### src/rtl/gyro_yaw_integrator_defines.svh
// ----------------------------------------------------------------------------
// Gyro yaw integrator: assertion macros
// Concurrent checks on the rising edge of clk, quiet while rst is high.
// ----------------------------------------------------------------------------
`ifndef GYRO_YAW_INTEGRATOR_DEFINES_SVH
`define GYRO_YAW_INTEGRATOR_DEFINES_SVH

`ifndef NO_ASSERTIONS
// same-cycle implication
`define GYI_ASSERT_IMP(lbl, ante, cons, msg) \
  lbl: assert property (@(posedge clk) disable iff (rst) (ante) |-> (cons)) \
    else $error(msg);
// next-cycle implication
`define GYI_ASSERT_NXT(lbl, ante, cons, msg) \
  lbl: assert property (@(posedge clk) disable iff (rst) (ante) |=> (cons)) \
    else $error(msg);
`else
`define GYI_ASSERT_IMP(lbl, ante, cons, msg)
`define GYI_ASSERT_NXT(lbl, ante, cons, msg)
`endif

`endif

### src/rtl/gyi_pkg.sv
// ----------------------------------------------------------------------------
// Gyro yaw integrator package
// Widths, scale constants, register indexes and shared types.
// ----------------------------------------------------------------------------
`timescale 1ns / 1ps
`default_nettype none

package gyi_pkg;

  localparam int DATA_W      = 32;
  localparam int CAL_SAMPLES = 100;
  localparam int CAL_HALF    = CAL_SAMPLES / 2;
  localparam int CNT_W       = 13;
  localparam int SUM_W       = 48;
  localparam int REM_W       = $clog2(CAL_SAMPLES) + 1;
  localparam int ACC_W       = 68;
  localparam int MPL_W       = 32;
  localparam int RATE_W      = 34;
  localparam int FRAC        = 28;
  localparam int NUM_COEF    = 7;
  localparam int HIST        = 4;

  localparam logic [MPL_W-1:0] DEG2RAD_Q32   = 32'd74960064;
  localparam logic [MPL_W-1:0] YAW_SCALE_Q32 = 32'd44798134;
  localparam logic [DATA_W-1:0] FIRST_DT_US  = 32'd10000;

  localparam logic signed [ACC_W-1:0] SAT_MAX = ACC_W'(64'sh7FFFFFFF);
  localparam logic signed [ACC_W-1:0] SAT_MIN = -ACC_W'(64'sh80000000);

  typedef enum logic [2:0] {
    REG_B0 = 3'd0,
    REG_B2 = 3'd1,
    REG_B4 = 3'd2,
    REG_A1 = 3'd3,
    REG_A2 = 3'd4,
    REG_A3 = 3'd5,
    REG_A4 = 3'd6,
    REG_NONE = 3'd7
  } reg_idx_t;

  // command to the serial multiply-accumulate unit
  typedef struct packed {
    logic                    start;
    logic                    load;
    logic signed [ACC_W-1:0] init;
    logic signed [ACC_W-1:0] mcand;
    logic [MPL_W-1:0]        mplier;
  } mac_cmd_t;

  // clamp a wide signed value to the 32-bit signed range
  function automatic logic signed [DATA_W-1:0] sat32(input logic signed [ACC_W-1:0] v);
    logic signed [DATA_W-1:0] r;
    if (v > SAT_MAX) begin
      r = SAT_MAX[DATA_W-1:0];
    end else if (v < SAT_MIN) begin
      r = SAT_MIN[DATA_W-1:0];
    end else begin
      r = v[DATA_W-1:0];
    end
    return r;
  endfunction

endpackage

`default_nettype wire

### src/rtl/gyi_sample_if.sv
// ----------------------------------------------------------------------------
// Gyro sample channel
// Valid/ready channel carrying one rate sample and its timestamp.
// ----------------------------------------------------------------------------
`timescale 1ns / 1ps
`default_nettype none

interface gyi_sample_if import gyi_pkg::*; ();
  logic                     valid;
  logic                     ready;
  logic signed [DATA_W-1:0] gyro_rate;
  logic [DATA_W-1:0]        time_stamp;

  modport source (output valid, output gyro_rate, output time_stamp, input ready);
  modport sink (input valid, input gyro_rate, input time_stamp, output ready);
endinterface

`default_nettype wire

### src/rtl/gyi_result_if.sv
// ----------------------------------------------------------------------------
// Yaw result channel
// Valid/ready channel carrying yaw, filtered rate, calibration flag and bias.
// ----------------------------------------------------------------------------
`timescale 1ns / 1ps
`default_nettype none

interface gyi_result_if import gyi_pkg::*; ();
  logic                     valid;
  logic                     ready;
  logic signed [DATA_W-1:0] yaw_angle;
  logic signed [DATA_W-1:0] filtered_rate;
  logic                     calibrating;
  logic signed [DATA_W-1:0] bias_value;

  modport source (output valid, output yaw_angle, output filtered_rate,
                  output calibrating, output bias_value, input ready);
  modport sink (input valid, input yaw_angle, input filtered_rate,
                input calibrating, input bias_value, output ready);
endinterface

`default_nettype wire

### src/rtl/gyi_serial_mac.sv
// ----------------------------------------------------------------------------
// Bit-serial multiply-accumulate
// Adds mcand * mplier (both two's complement) to the accumulator, one
// multiplier bit per cycle.
// ----------------------------------------------------------------------------
`timescale 1ns / 1ps
`default_nettype none

module gyi_serial_mac import gyi_pkg::*; (
  input  wire logic                    clk,
  input  wire logic                    rst,
  input  wire mac_cmd_t                cmd,
  output logic                         busy,
  output logic                         done,
  output logic signed [ACC_W-1:0]      acc
);

  localparam int BIT_CNT_W = $clog2(MPL_W);

  logic signed [ACC_W-1:0] mcand_sh;
  logic [MPL_W-1:0]        mplier_sh;
  logic [BIT_CNT_W-1:0]    bit_cnt;
  logic signed [ACC_W-1:0] term;
  logic                    last_bit;
  logic signed [ACC_W-1:0] acc_next;

  // the sign bit of the multiplier carries negative weight
  assign last_bit = (bit_cnt == BIT_CNT_W'(MPL_W - 1));
  assign term     = mplier_sh[0] ? mcand_sh : '0;
  assign acc_next = last_bit ? (acc - term) : (acc + term);

  // sequence the bit count
  always_ff @(posedge clk) begin
    if (rst) begin
      busy    <= 1'b0;
      done    <= 1'b0;
      bit_cnt <= '0;
    end else begin
      done <= 1'b0;
      if (cmd.start) begin
        busy    <= 1'b1;
        bit_cnt <= '0;
      end else if (busy) begin
        bit_cnt <= bit_cnt + 1'b1;
        if (last_bit) begin
          busy <= 1'b0;
          done <= 1'b1;
        end
      end
    end
  end

  // shift operands and accumulate
  always_ff @(posedge clk) begin
    if (cmd.start) begin
      mcand_sh  <= cmd.mcand;
      mplier_sh <= cmd.mplier;
      if (cmd.load) begin
        acc <= cmd.init;
      end
    end else if (busy) begin
      acc       <= acc_next;
      mcand_sh  <= mcand_sh <<< 1;
      mplier_sh <= mplier_sh >> 1;
    end
  end

endmodule

`default_nettype wire

### src/rtl/gyi_serial_div.sv
// ----------------------------------------------------------------------------
// Bit-serial divider by the calibration length
// Restoring division of an unsigned dividend by CAL_SAMPLES, one quotient
// bit per cycle.
// ----------------------------------------------------------------------------
`timescale 1ns / 1ps
`default_nettype none

module gyi_serial_div import gyi_pkg::*; (
  input  wire logic             clk,
  input  wire logic             rst,
  input  wire logic             start,
  input  wire logic [SUM_W-1:0] dividend,
  output logic                  done,
  output logic [SUM_W-1:0]      quot
);

  localparam int DIV_CNT_W = $clog2(SUM_W);
  localparam logic [REM_W:0] DIVISOR = (REM_W + 1)'(CAL_SAMPLES);

  logic                 busy;
  logic [DIV_CNT_W-1:0] bit_cnt;
  logic [REM_W-1:0]     rem;
  logic [SUM_W-1:0]     dvd_sh;
  logic [REM_W:0]       trial;
  logic                 fits;

  assign trial = {rem, dvd_sh[SUM_W-1]};
  assign fits  = (trial >= DIVISOR);

  // count quotient bits
  always_ff @(posedge clk) begin
    if (rst) begin
      busy    <= 1'b0;
      done    <= 1'b0;
      bit_cnt <= '0;
    end else begin
      done <= 1'b0;
      if (start) begin
        busy    <= 1'b1;
        bit_cnt <= '0;
      end else if (busy) begin
        bit_cnt <= bit_cnt + 1'b1;
        if (bit_cnt == DIV_CNT_W'(SUM_W - 1)) begin
          busy <= 1'b0;
          done <= 1'b1;
        end
      end
    end
  end

  // subtract the divisor where it fits, shift in one quotient bit
  always_ff @(posedge clk) begin
    if (start) begin
      rem    <= '0;
      dvd_sh <= dividend;
    end else if (busy) begin
      rem    <= fits ? REM_W'(trial - DIVISOR) : trial[REM_W-1:0];
      dvd_sh <= dvd_sh << 1;
      quot   <= {quot[SUM_W-2:0], fits};
    end
  end

endmodule

`default_nettype wire

### src/rtl/gyro_yaw_integrator.sv
// ----------------------------------------------------------------------------
// Gyro yaw integrator
// Bias calibration, band-pass IIR and yaw integration of gyro z-rate samples.
// ----------------------------------------------------------------------------
// Usage:
//   sample carries one gyro z-rate (Q16.16 deg/s) and a microsecond stamp;
//   result returns one transaction per sample: yaw binary angle, band-passed
//   rate, the calibration flag and the bias. Filter coefficients are written
//   through cfg_we / cfg_index / cfg_data while the block is idle.
//   All products run through one bit-serial multiply-accumulate unit, one
//   multiplier bit a cycle. A calibration sample needs the rate product (and
//   the divider on the last one); a filtered sample needs the rate product
//   and one product per filter coefficient, plus the time-step and yaw
//   products when the time step is positive. One sample is worked on at a
//   time; sample.ready is high only while the sequencer waits for input.
//   The result register decouples the sides: the next sample is taken while
//   a result still waits, and the sequencer holds the following result until
//   the receiver takes the earlier one.
//   Reset (rst, synchronous) restores the default coefficients, clears the
//   filter history, yaw and bias and starts a new calibration.
// ----------------------------------------------------------------------------
`timescale 1ns / 1ps
`default_nettype none

`include "gyro_yaw_integrator_defines.svh"

module gyro_yaw_integrator import gyi_pkg::*; (
  input  wire logic              clk,
  input  wire logic              rst,
  gyi_sample_if.sink             sample,
  gyi_result_if.source           result,
  input  wire logic              cfg_we,
  input  wire logic [2:0]        cfg_index,
  input  wire logic [DATA_W-1:0] cfg_data
);

  typedef enum logic [6:0] {
    S_IDLE   = 7'b0000001,
    S_RATE   = 7'b0000010,
    S_CALDIV = 7'b0000100,
    S_FILT   = 7'b0001000,
    S_DT     = 7'b0010000,
    S_YAW    = 7'b0100000,
    S_OUT    = 7'b1000000
  } state_t;

  state_t state;
  logic   launch;

  logic signed [DATA_W-1:0] coef [NUM_COEF];
  logic signed [DATA_W-1:0] in_hist [HIST];
  logic signed [DATA_W-1:0] out_hist [HIST];

  logic signed [DATA_W-1:0] gyro;
  logic [DATA_W-1:0]        stamp;
  logic signed [RATE_W-1:0] x_val;
  logic signed [DATA_W-1:0] y_val;
  logic signed [DATA_W-1:0] dt;
  logic signed [63:0]       q_val;
  logic [2:0]               fidx;
  logic                     was_cal;

  logic [DATA_W-1:0]        yaw;
  logic signed [DATA_W-1:0] bias;
  logic signed [SUM_W-1:0]  cal_sum;
  logic [CNT_W-1:0]         cal_count;
  logic                     cal_active;
  logic                     first_sample;
  logic [DATA_W-1:0]        last_stamp;

  logic                     out_valid;
  logic                     out_load;
  logic [DATA_W-1:0]        out_yaw;
  logic signed [DATA_W-1:0] out_rate;
  logic                     out_cal;
  logic signed [DATA_W-1:0] out_bias;

  mac_cmd_t                 mac_cmd;
  logic                     mac_busy;
  logic                     mac_done;
  logic signed [ACC_W-1:0]  mac_acc;

  logic                     div_start;
  logic                     div_done;
  logic [SUM_W-1:0]         div_quot;
  logic [SUM_W-1:0]         div_dvd;

  logic signed [RATE_W-1:0] rate_new;
  logic signed [RATE_W-1:0] x_new;
  logic signed [DATA_W-1:0] y_new;
  logic signed [DATA_W-1:0] dt_new;
  logic                     dt_pos;
  logic [CNT_W-1:0]         count_inc;
  logic signed [SUM_W-1:0]  cal_sum_abs;
  logic signed [ACC_W-1:0]  mean_signed;
  logic signed [DATA_W-1:0] bias_new;
  logic signed [ACC_W-1:0]  filt_operand;

  gyi_serial_mac u_mac (
    .clk  (clk),
    .rst  (rst),
    .cmd  (mac_cmd),
    .busy (mac_busy),
    .done (mac_done),
    .acc  (mac_acc)
  );

  gyi_serial_div u_div (
    .clk      (clk),
    .rst      (rst),
    .start    (div_start),
    .dividend (div_dvd),
    .done     (div_done),
    .quot     (div_quot)
  );

  // derived values of the current step
  assign rate_new    = mac_acc[32 +: RATE_W];
  assign x_new       = rate_new - RATE_W'(bias);
  assign y_new       = sat32(mac_acc >>> FRAC);
  assign dt_new      = first_sample ? FIRST_DT_US : (stamp - last_stamp);
  assign dt_pos      = !dt_new[DATA_W-1] && (dt_new != '0);
  assign count_inc   = cal_count + 1'b1;
  assign cal_sum_abs = cal_sum[SUM_W-1] ? -cal_sum : cal_sum;
  assign div_dvd     = cal_sum_abs + SUM_W'(CAL_HALF);
  assign mean_signed = cal_sum[SUM_W-1] ? -ACC_W'(div_quot) : ACC_W'(div_quot);
  assign bias_new    = sat32(mean_signed);
  assign div_start   = launch && (state == S_CALDIV);
  assign out_load    = (state == S_OUT) && (!out_valid || result.ready);

  // pick the filter operand for this product
  always_comb begin
    case (fidx)
      3'd0:    filt_operand = ACC_W'(x_val);
      3'd1:    filt_operand = ACC_W'(in_hist[1]);
      3'd2:    filt_operand = ACC_W'(in_hist[3]);
      default: filt_operand = -ACC_W'(out_hist[2'(fidx - 3'd3)]);
    endcase
  end

  // drive the multiply-accumulate command
  always_comb begin
    mac_cmd        = '0;
    mac_cmd.start  = launch && (state != S_CALDIV);
    case (state)
      S_RATE: begin
        mac_cmd.load   = 1'b1;
        mac_cmd.init   = ACC_W'(64'sh80000000);
        mac_cmd.mcand  = -ACC_W'(gyro);
        mac_cmd.mplier = DEG2RAD_Q32;
      end
      S_FILT: begin
        mac_cmd.load   = (fidx == 3'd0);
        mac_cmd.init   = ACC_W'(64'sd1) <<< (FRAC - 1);
        mac_cmd.mcand  = filt_operand;
        mac_cmd.mplier = coef[fidx];
      end
      S_DT: begin
        mac_cmd.load   = 1'b1;
        mac_cmd.mcand  = ACC_W'(y_val);
        mac_cmd.mplier = dt;
      end
      S_YAW: begin
        mac_cmd.load   = 1'b1;
        mac_cmd.init   = ACC_W'(64'sh80000000);
        mac_cmd.mcand  = ACC_W'(q_val);
        mac_cmd.mplier = YAW_SCALE_Q32;
      end
      default: begin
        mac_cmd.load = 1'b0;
      end
    endcase
  end

  // write filter coefficients
  always_ff @(posedge clk) begin
    if (rst) begin
      coef[0] <= 32'sd12509092;
      coef[1] <= -32'sd25018184;
      coef[2] <= 32'sd12509092;
      coef[3] <= -32'sd834780581;
      coef[4] <= 32'sd993103813;
      coef[5] <= -32'sd538588899;
      coef[6] <= 32'sd115588308;
    end else if (cfg_we) begin
      case (reg_idx_t'(cfg_index))
        REG_B0:  coef[0] <= cfg_data;
        REG_B2:  coef[1] <= cfg_data;
        REG_B4:  coef[2] <= cfg_data;
        REG_A1:  coef[3] <= cfg_data;
        REG_A2:  coef[4] <= cfg_data;
        REG_A3:  coef[5] <= cfg_data;
        REG_A4:  coef[6] <= cfg_data;
        default: ;
      endcase
    end
  end

  // sequence one sample through rate, calibration, filter and yaw
  always_ff @(posedge clk) begin
    if (rst) begin
      state        <= S_IDLE;
      launch       <= 1'b0;
      fidx         <= '0;
      yaw          <= '0;
      bias         <= '0;
      cal_sum      <= '0;
      cal_count    <= '0;
      cal_active   <= 1'b1;
      first_sample <= 1'b1;
      last_stamp   <= '0;
      for (int i = 0; i < HIST; i++) begin
        in_hist[i]  <= '0;
        out_hist[i] <= '0;
      end
    end else begin
      launch <= 1'b0;
      case (state)
        S_IDLE: begin
          if (sample.valid) begin
            gyro   <= sample.gyro_rate;
            stamp  <= sample.time_stamp;
            launch <= 1'b1;
            state  <= S_RATE;
          end
        end
        S_RATE: begin
          if (mac_done) begin
            was_cal <= cal_active;
            if (cal_active) begin
              y_val     <= '0;
              cal_sum   <= cal_sum + SUM_W'(rate_new);
              cal_count <= count_inc;
              if (count_inc >= CNT_W'(CAL_SAMPLES)) begin
                launch <= 1'b1;
                state  <= S_CALDIV;
              end else begin
                state <= S_OUT;
              end
            end else begin
              x_val  <= x_new;
              fidx   <= '0;
              launch <= 1'b1;
              state  <= S_FILT;
            end
          end
        end
        S_CALDIV: begin
          if (div_done) begin
            bias       <= bias_new;
            cal_active <= 1'b0;
            state      <= S_OUT;
          end
        end
        S_FILT: begin
          if (mac_done) begin
            if (fidx == 3'd6) begin
              y_val <= y_new;
              for (int i = HIST - 1; i > 0; i--) begin
                in_hist[i]  <= in_hist[i-1];
                out_hist[i] <= out_hist[i-1];
              end
              in_hist[0]   <= sat32(ACC_W'(x_val));
              out_hist[0]  <= y_new;
              dt           <= dt_new;
              first_sample <= 1'b0;
              last_stamp   <= stamp;
              if (dt_pos) begin
                launch <= 1'b1;
                state  <= S_DT;
              end else begin
                state <= S_OUT;
              end
            end else begin
              fidx   <= fidx + 1'b1;
              launch <= 1'b1;
            end
          end
        end
        S_DT: begin
          if (mac_done) begin
            q_val  <= mac_acc[63:0];
            launch <= 1'b1;
            state  <= S_YAW;
          end
        end
        S_YAW: begin
          if (mac_done) begin
            yaw   <= yaw + mac_acc[63:32];
            state <= S_OUT;
          end
        end
        S_OUT: begin
          if (out_load) begin
            state <= S_IDLE;
          end
        end
        default: begin
          state <= S_IDLE;
        end
      endcase
    end
  end

  // hold the result valid until the receiver takes it
  always_ff @(posedge clk) begin
    if (rst) begin
      out_valid <= 1'b0;
    end else if (out_load) begin
      out_valid <= 1'b1;
    end else if (result.ready) begin
      out_valid <= 1'b0;
    end
  end

  // load the result register
  always_ff @(posedge clk) begin
    if (out_load) begin
      out_yaw  <= yaw;
      out_rate <= y_val;
      out_cal  <= was_cal;
      out_bias <= bias;
    end
  end

  assign sample.ready         = (state == S_IDLE);
  assign result.valid         = out_valid;
  assign result.yaw_angle     = out_yaw;
  assign result.filtered_rate = out_rate;
  assign result.calibrating   = out_cal;
  assign result.bias_value    = out_bias;

  `GYI_ASSERT_IMP(a_mac_no_restart, mac_cmd.start, !mac_busy,
                  "multiply-accumulate started while busy")
  `GYI_ASSERT_IMP(a_cal_rate_zero, result.valid && result.calibrating,
                  result.filtered_rate == '0, "nonzero rate during calibration")
  `GYI_ASSERT_IMP(a_cal_done_count, !cal_active, cal_count >= CNT_W'(CAL_SAMPLES),
                  "calibration ended early")
  `GYI_ASSERT_NXT(a_out_hold, result.valid && !result.ready,
                  result.valid && $stable(result.yaw_angle), "result lost on stall")

endmodule

`default_nettype wire

### src/flat_wrapper.sv
// flat-port wrapper written by rule: the top's interface ports become plain ports
module gyro_yaw_integrator_flat import gyi_pkg::*;
  (clk, rst, cfg_we, cfg_index, cfg_data, sample_valid, sample_gyro_rate, sample_time_stamp, sample_ready, result_valid, result_yaw_angle, result_filtered_rate, result_calibrating, result_bias_value, result_ready);
  gyi_sample_if sample_i ();
  gyi_result_if result_i ();
  input  wire logic clk;
  input  wire logic rst;
  input  wire logic cfg_we;
  input  wire logic [2:0] cfg_index;
  input  wire logic [DATA_W-1:0] cfg_data;
  input wire logic [$bits(sample_i.valid)-1:0] sample_valid;
  input wire logic [$bits(sample_i.gyro_rate)-1:0] sample_gyro_rate;
  input wire logic [$bits(sample_i.time_stamp)-1:0] sample_time_stamp;
  output wire logic [$bits(sample_i.ready)-1:0] sample_ready;
  output wire logic [$bits(result_i.valid)-1:0] result_valid;
  output wire logic [$bits(result_i.yaw_angle)-1:0] result_yaw_angle;
  output wire logic [$bits(result_i.filtered_rate)-1:0] result_filtered_rate;
  output wire logic [$bits(result_i.calibrating)-1:0] result_calibrating;
  output wire logic [$bits(result_i.bias_value)-1:0] result_bias_value;
  input wire logic [$bits(result_i.ready)-1:0] result_ready;
  assign sample_i.valid = sample_valid;
  assign sample_i.gyro_rate = sample_gyro_rate;
  assign sample_i.time_stamp = sample_time_stamp;
  assign sample_ready = sample_i.ready;
  assign result_valid = result_i.valid;
  assign result_yaw_angle = result_i.yaw_angle;
  assign result_filtered_rate = result_i.filtered_rate;
  assign result_calibrating = result_i.calibrating;
  assign result_bias_value = result_i.bias_value;
  assign result_i.ready = result_ready;
  gyro_yaw_integrator u_core (.clk(clk), .rst(rst), .sample(sample_i), .result(result_i), .cfg_we(cfg_we), .cfg_index(cfg_index), .cfg_data(cfg_data));
endmodule
### config.mk
export PLATFORM = sky130hd
export DESIGN_NAME = gyro_yaw_integrator_flat
export DESIGN_NICKNAME = d
export VERILOG_FILES = /design/src/rtl/gyi_pkg.sv /design/src/rtl/gyi_sample_if.sv /design/src/rtl/gyi_result_if.sv /design/src/rtl/gyi_serial_mac.sv /design/src/rtl/gyi_serial_div.sv /design/src/rtl/gyro_yaw_integrator.sv /design/src/flat_wrapper.sv
export VERILOG_INCLUDE_DIRS = /design/src /design/src/rtl
export SDC_FILE = /design/constraint.sdc
export NUM_CORES = 2
export LEC_CHECK = 0
export ABC_AREA = 1
export BUFFER_PORTS_ARGS = -buffer_cell sky130_fd_sc_hd__buf_2
export CAP_MARGIN = 5
export CORE_ASPECT_RATIO = 1.25
export CORE_MARGIN = 10
export CORE_UTILIZATION = 40
export CTS_BUF_LIST = sky130_fd_sc_hd__clkbuf_2 sky130_fd_sc_hd__clkbuf_4 sky130_fd_sc_hd__clkbuf_8
export DETAILED_ROUTE_END_ITERATION = 8
export PLACE_DENSITY = 0.53
export SLEW_MARGIN = 20
export SYNTH_ARGS = -nofsm -noshare
export SYNTH_HDL_FRONTEND = slang
export SYNTH_SLANG_ARGS = --single-unit
export TNS_END_PERCENT = 100
### constraint.sdc
create_clock -name clk -period 25 [get_ports clk]
set_input_delay 7.5 -clock clk [delete_from_list [all_inputs] [get_ports clk]]
set_output_delay 7.5 -clock clk [all_outputs]
set_load 0.1 [all_outputs]
==> impl_metrics.prom <==
# TYPE chip_impl_metric gauge
chip_impl_info{name="run_status",value="finished clean"} 1
chip_impl_metric{name="io_buffers",unit=""} 202
chip_impl_metric{name="cp_data_arrival_time",unit="ps"} 10520
chip_impl_metric{name="tns",unit="ps"} 0
chip_impl_metric{name="final_layout_worst_hold_slack",unit="ps"} 452
chip_impl_metric{name="register_area_share_after_synthesis",unit="%"} 49.1
chip_impl_info{name="critPathTopFamily",value="buffers and inverters"} 1
chip_impl_info{name="synth.largest_area_cell",value="sky130_fd_sc_hd__edfxtp_1"} 1
chip_impl_metric{name="required",unit="ps"} 25590
chip_impl_metric{name="count_of_maximum_capacitance_violations",unit=""} 0
chip_impl_info{name="clock_tree.root_cell",value="sky130_fd_sc_hd__clkbuf_8"} 1
chip_impl_info{name="crit_type",value="in -> reg"} 1
chip_impl_info{name="critical_path.endpoint_type",value="flop"} 1
chip_impl_info{name="yosys.cell_count.top_type",value="sky130_fd_sc_hd__nand2_1"} 1
chip_impl_metric{name="die_height",unit="um"} 499
chip_impl_metric{name="gp_routability_congestion",unit=""} 0.956
chip_impl_metric{name="via_per_inst",unit=""} 5.30
chip_impl_metric{name="wire_per_inst",unit="um"} 21.6
chip_impl_metric{name="power_density",unit="mW/mm2"} 68.2
chip_impl_info{name="ys_top_cells_by_area",value="sky130_fd_sc_hd__edfxtp_1 (44%), sky130_fd_sc_hd__nand2_1 (11%), sky130_fd_sc_hd__inv_1 (6.6%)"} 1
chip_impl_metric{name="die_w",unit="um"} 403
chip_impl_metric{name="cts_buffers",unit=""} 216
chip_impl_metric{name="post_syn_instances",unit=""} 9004
chip_impl_metric{name="achievable-frequency",unit="MHz"} 101
chip_impl_info{name="hold_start",value="u_core.u_div.quot[1]"} 1
chip_impl_metric{name="tightestPinTransition",unit="ps"} 1200
chip_impl_metric{name="r2r_slack",unit="ps"} 19000
chip_impl_metric{name="layout-drive-gt1-share",unit="%"} 8.79
chip_impl_metric{name="holdPathStages",unit=""} 0
chip_impl_metric{name="synth_fp_nets",unit=""} 9343
chip_impl_metric{name="grt_pass1_wl",unit="um"} 378000
chip_impl_metric{name="number_of_register_bits_inferred_by_synthesis",unit=""} 1265
chip_impl_metric{name="synth_enable_flop_cells",unit=""} 1068
chip_impl_metric{name="io-pin-count",unit=""} 203
chip_impl_metric{name="ir_drop",unit="V"} 0.0000501
chip_impl_metric{name="synthDistinctLibCells",unit=""} 70
chip_impl_metric{name="clk_pin_slew_worst_paths",unit="ps"} 60
chip_impl_metric{name="vias",unit=""} 62600
chip_impl_metric{name="ys_warn_count",unit=""} 0
chip_impl_info{name="rsz0062_at_grt",value="false"} 1
chip_impl_metric{name="fin_crit_sh",unit="%"} 39.7
chip_impl_info{name="critical-path-slowest-cell",value="sky130_fd_sc_hd__buf_4"} 1
chip_impl_metric{name="post_synth_fa_ha_maj_area_fraction",unit="%"} 4.06
chip_impl_metric{name="synth_xor_xnor_area_share",unit="%"} 3.20
chip_impl_metric{name="synthesis.area_per_instance",unit="um2"} 8.15
chip_impl_metric{name="source_to_sink_clock_delay_at_the_later_pin_of_the_worst_skew_pair",unit="ps"} 1000
chip_impl_metric{name="dp_hpwl",unit="um"} 188000
chip_impl_metric{name="vias_in_the_first_global_route",unit=""} 60600
chip_impl_info{name="crit-reg2reg-capture",value="u_core.u_mac.acc[41]"} 1
chip_impl_metric{name="timing.critical_path.fanout_max",unit=""} 73
chip_impl_info{name="cpMostUsedCell",value="sky130_fd_sc_hd__buf_4"} 1
chip_impl_metric{name="numClockSinks",unit=""} 1265
chip_impl_metric{name="layout.cells.non_filler",unit=""} 11800
chip_impl_metric{name="multiplexer_share_of_the_synthesized_area",unit="%"} 0
chip_impl_metric{name="core",unit="mm2"} 0.182
chip_impl_metric{name="reported_leakage_power",unit="uW"} 0.0355
chip_impl_metric{name="worstPathBufferInverterCount",unit=""} 4
chip_impl_metric{name="final.setup_skew",unit="ps"} 82.1
chip_impl_metric{name="multi_input_area",unit="mm2"} 0.0313
chip_impl_metric{name="global_route_total_usage_across_every_layer",unit="%"} 24.6
chip_impl_metric{name="final_nets",unit=""} 9563
chip_impl_info{name="synth_top_family_by_area",value="simple AND/OR/NAND/NOR gates"} 1
chip_impl_metric{name="ctsHoldBuffers",unit=""} 0
chip_impl_metric{name="dr.first_iter.drc_count",unit=""} 5491
chip_impl_metric{name="initial_core_util",unit="%"} 40.3
chip_impl_metric{name="clockBufferDepth",unit=""} 3
chip_impl_info{name="clock_tree_from_tritoncts",value="done"} 1
chip_impl_metric{name="synth-simple-area-share",unit="%"} 23.0
chip_impl_metric{name="grt_start_max_net_pins",unit=""} 137
chip_impl_metric{name="synth-compound-area-share",unit="%"} 12.3
chip_impl_metric{name="wl",unit="um"} 255000
chip_impl_metric{name="postCtsSetupBuffers",unit=""} 0
chip_impl_metric{name="place.detailed.instances",unit=""} 11400
chip_impl_metric{name="grt_antenna_before_repair",unit=""} 25
chip_impl_metric{name="clock_tree.htree_level_count",unit=""} 4
chip_impl_metric{name="ff_latch_area",unit="mm2"} 0.0360
chip_impl_info{name="critPathLaunchType",value="primary input"} 1
chip_impl_metric{name="detail_route.drc_violations",unit=""} 0
chip_impl_metric{name="timing.reg2reg.worst_path_depth",unit=""} 24
chip_impl_metric{name="floorplan.die_area",unit="mm2"} 0.201
chip_impl_metric{name="critPathMaxStageDelay",unit="ps"} 840
chip_impl_metric{name="filler_cell_count",unit=""} 18400
chip_impl_info{name="cp_cell_sequence",value="buf_4, inv_4, nand2_4, buf_4, buf_4"} 1
chip_impl_metric{name="synthesis.area",unit="mm2"} 0.0734
chip_impl_info{name="netlist_top_cells_count",value="sky130_fd_sc_hd__nand2_1 (2080), sky130_fd_sc_hd__inv_1 (1298), sky130_fd_sc_hd__nor2_1 (1195), sky130_fd_sc_hd__edfxtp_1 (1068), sky130_fd_sc_hd__a21oi_1 (619)"} 1
chip_impl_metric{name="finalWorstPathRequiredPeriod",unit="ps"} 9930
chip_impl_metric{name="max-slew-margin-rel",unit="%"} 19.6
chip_impl_metric{name="synthArstFlopShare",unit="%"} 0
chip_impl_metric{name="area_growth_syn_to_layout",unit="%"} 11.3
chip_impl_metric{name="drt_pass1_iterations",unit=""} 8
chip_impl_metric{name="final_antenna_net_count",unit=""} 0
chip_impl_info{name="hold_path_end",value="u_core.u_div.quot[2]"} 1
chip_impl_metric{name="slew_violations",unit=""} 0
chip_impl_info{name="timing.hold.worst.class",value="reg -> reg"} 1
chip_impl_metric{name="post_cts.resized_instances",unit=""} 0
chip_impl_metric{name="setup_violations",unit=""} 0
chip_impl_metric{name="post-synth-top-area-fraction",unit="%"} 43.7
chip_impl_metric{name="finalHoldViolCount",unit=""} 0
chip_impl_info{name="r2r-start",value="u_core.u_mac.mplier_sh[0]"} 1
chip_impl_info{name="synthFlopType",value="sky130_fd_sc_hd__edfxtp_1"} 1
chip_impl_metric{name="core.rowCount",unit=""} 175
chip_impl_metric{name="grt_remaining_overflow",unit=""} 0
-- logic make-up (layout without fill, tap and decap cells) --
logic type,count (synthesis),after routing
fa+ha+maj,235,235
compound gates,1601,1601
xor+xnor,258,258
simple gates,4041,4041
buf+inv,1604,2013
flops,1265,1265
other cells,0,3
-- final cells by class --
class	instances	area share (%)
antenna	3	0.00920
clock buffer	301	4.55
clock inverter	106	1.16
inverter	1322	6.10
multi-input combinational	6135	38.4
sequential	1265	44.1
tap	2389	3.66
timing repair buffer	284	2.00
-- flip-flops by register name (all words and copies together) (netlist names), 34 cells and up, named ones only --
register               count
u_core.cal_sum            48
u_core.coef              224
u_core.in_hist           128
u_core.out_hist          128
u_core.q_val              64
u_core.u_div.dvd_sh       48
u_core.u_div.quot         48
u_core.u_mac.acc          68
u_core.u_mac.mcand_sh     68
u_core.x_val              34
-- cell usage in the layout, fill, tap and decap left out, drive strengths merged, types with 4 or more instances in the layout --
master,instances
nand3b,46
a22oi,4
o211ai,66
bufinv,12
a21o,27
clkinv,82
nor2,1242
xor2,194
nor4,33
nor3b,6
dfxtp,197
edfxtp,1068
a211oi,8
o22ai,27
nand4,102
and3,8
o221ai,18
clkbuf,301
a21boi,21
nand2,2099
o31ai,16
nand3,376
xnor2,64
nor3,101
o21a,33
a22o,5
buf,284
o21bai,21
o2111ai,33
or2,19
a21oi,626
a221oi,13
and2,6
inv,1331
fa,5
a31oi,64
a41oi,5
ha,230
o21ai,602
-- through the flow --
| stage | util [%] | total power (uW) | cell area [um2] | setup WS, ps |
|---|---|---|---|---|
| global placement | 42.2 | 3560 | 77000 | 13980 |
| global route | 44.8 | 5820 | 81600 | 14880 |
| detailed placement | 42.2 | 3560 | 77000 | 13900 |
| floorplan | - | 3190 | 73400 | 9430 |
| CTS | 44.8 | 5600 | 81600 | 14960 |
| finish | 44.8 | 5560 | 81600 | 15070 |
-- power breakdown --
| group | switching [uW] | total, uW | internal (uW) |
|---|---|---|---|
| clock | 932 | 2030 | 1100 |
| combinational | 714 | 1000 | 289 |
| sequential | 97.6 | 2530 | 2430 |
-- how the worst max path moves through the flow --
stage	startpoint	end	slack (ps)	cells past startpoint
after detailed placement	rst	u_core.in_hist[2][30]	13900	5
after global routing	u_core.state[6]	sample_ready	14880	6
final	rst	u_core.out_hist[0][11]	15070	5
after CTS	rst	u_core.in_hist[1][23]	14960	5
after floorplan	rst	u_core.in_hist[0][0]	9430	3
after global placement	rst	u_core.in_hist[3][30]	13980	5
-- layer usage --
layer	vias to the layer above	wire length, um	GRT usage [%]
met5	-	12	0
met4	2	9900	9.36
met3	431	16900	4.18
met2	2112	119000	40.7
met1	29800	109000	31.9
li1	30300	-	-
No activity file was read; power rests on OpenSTA's default activity.
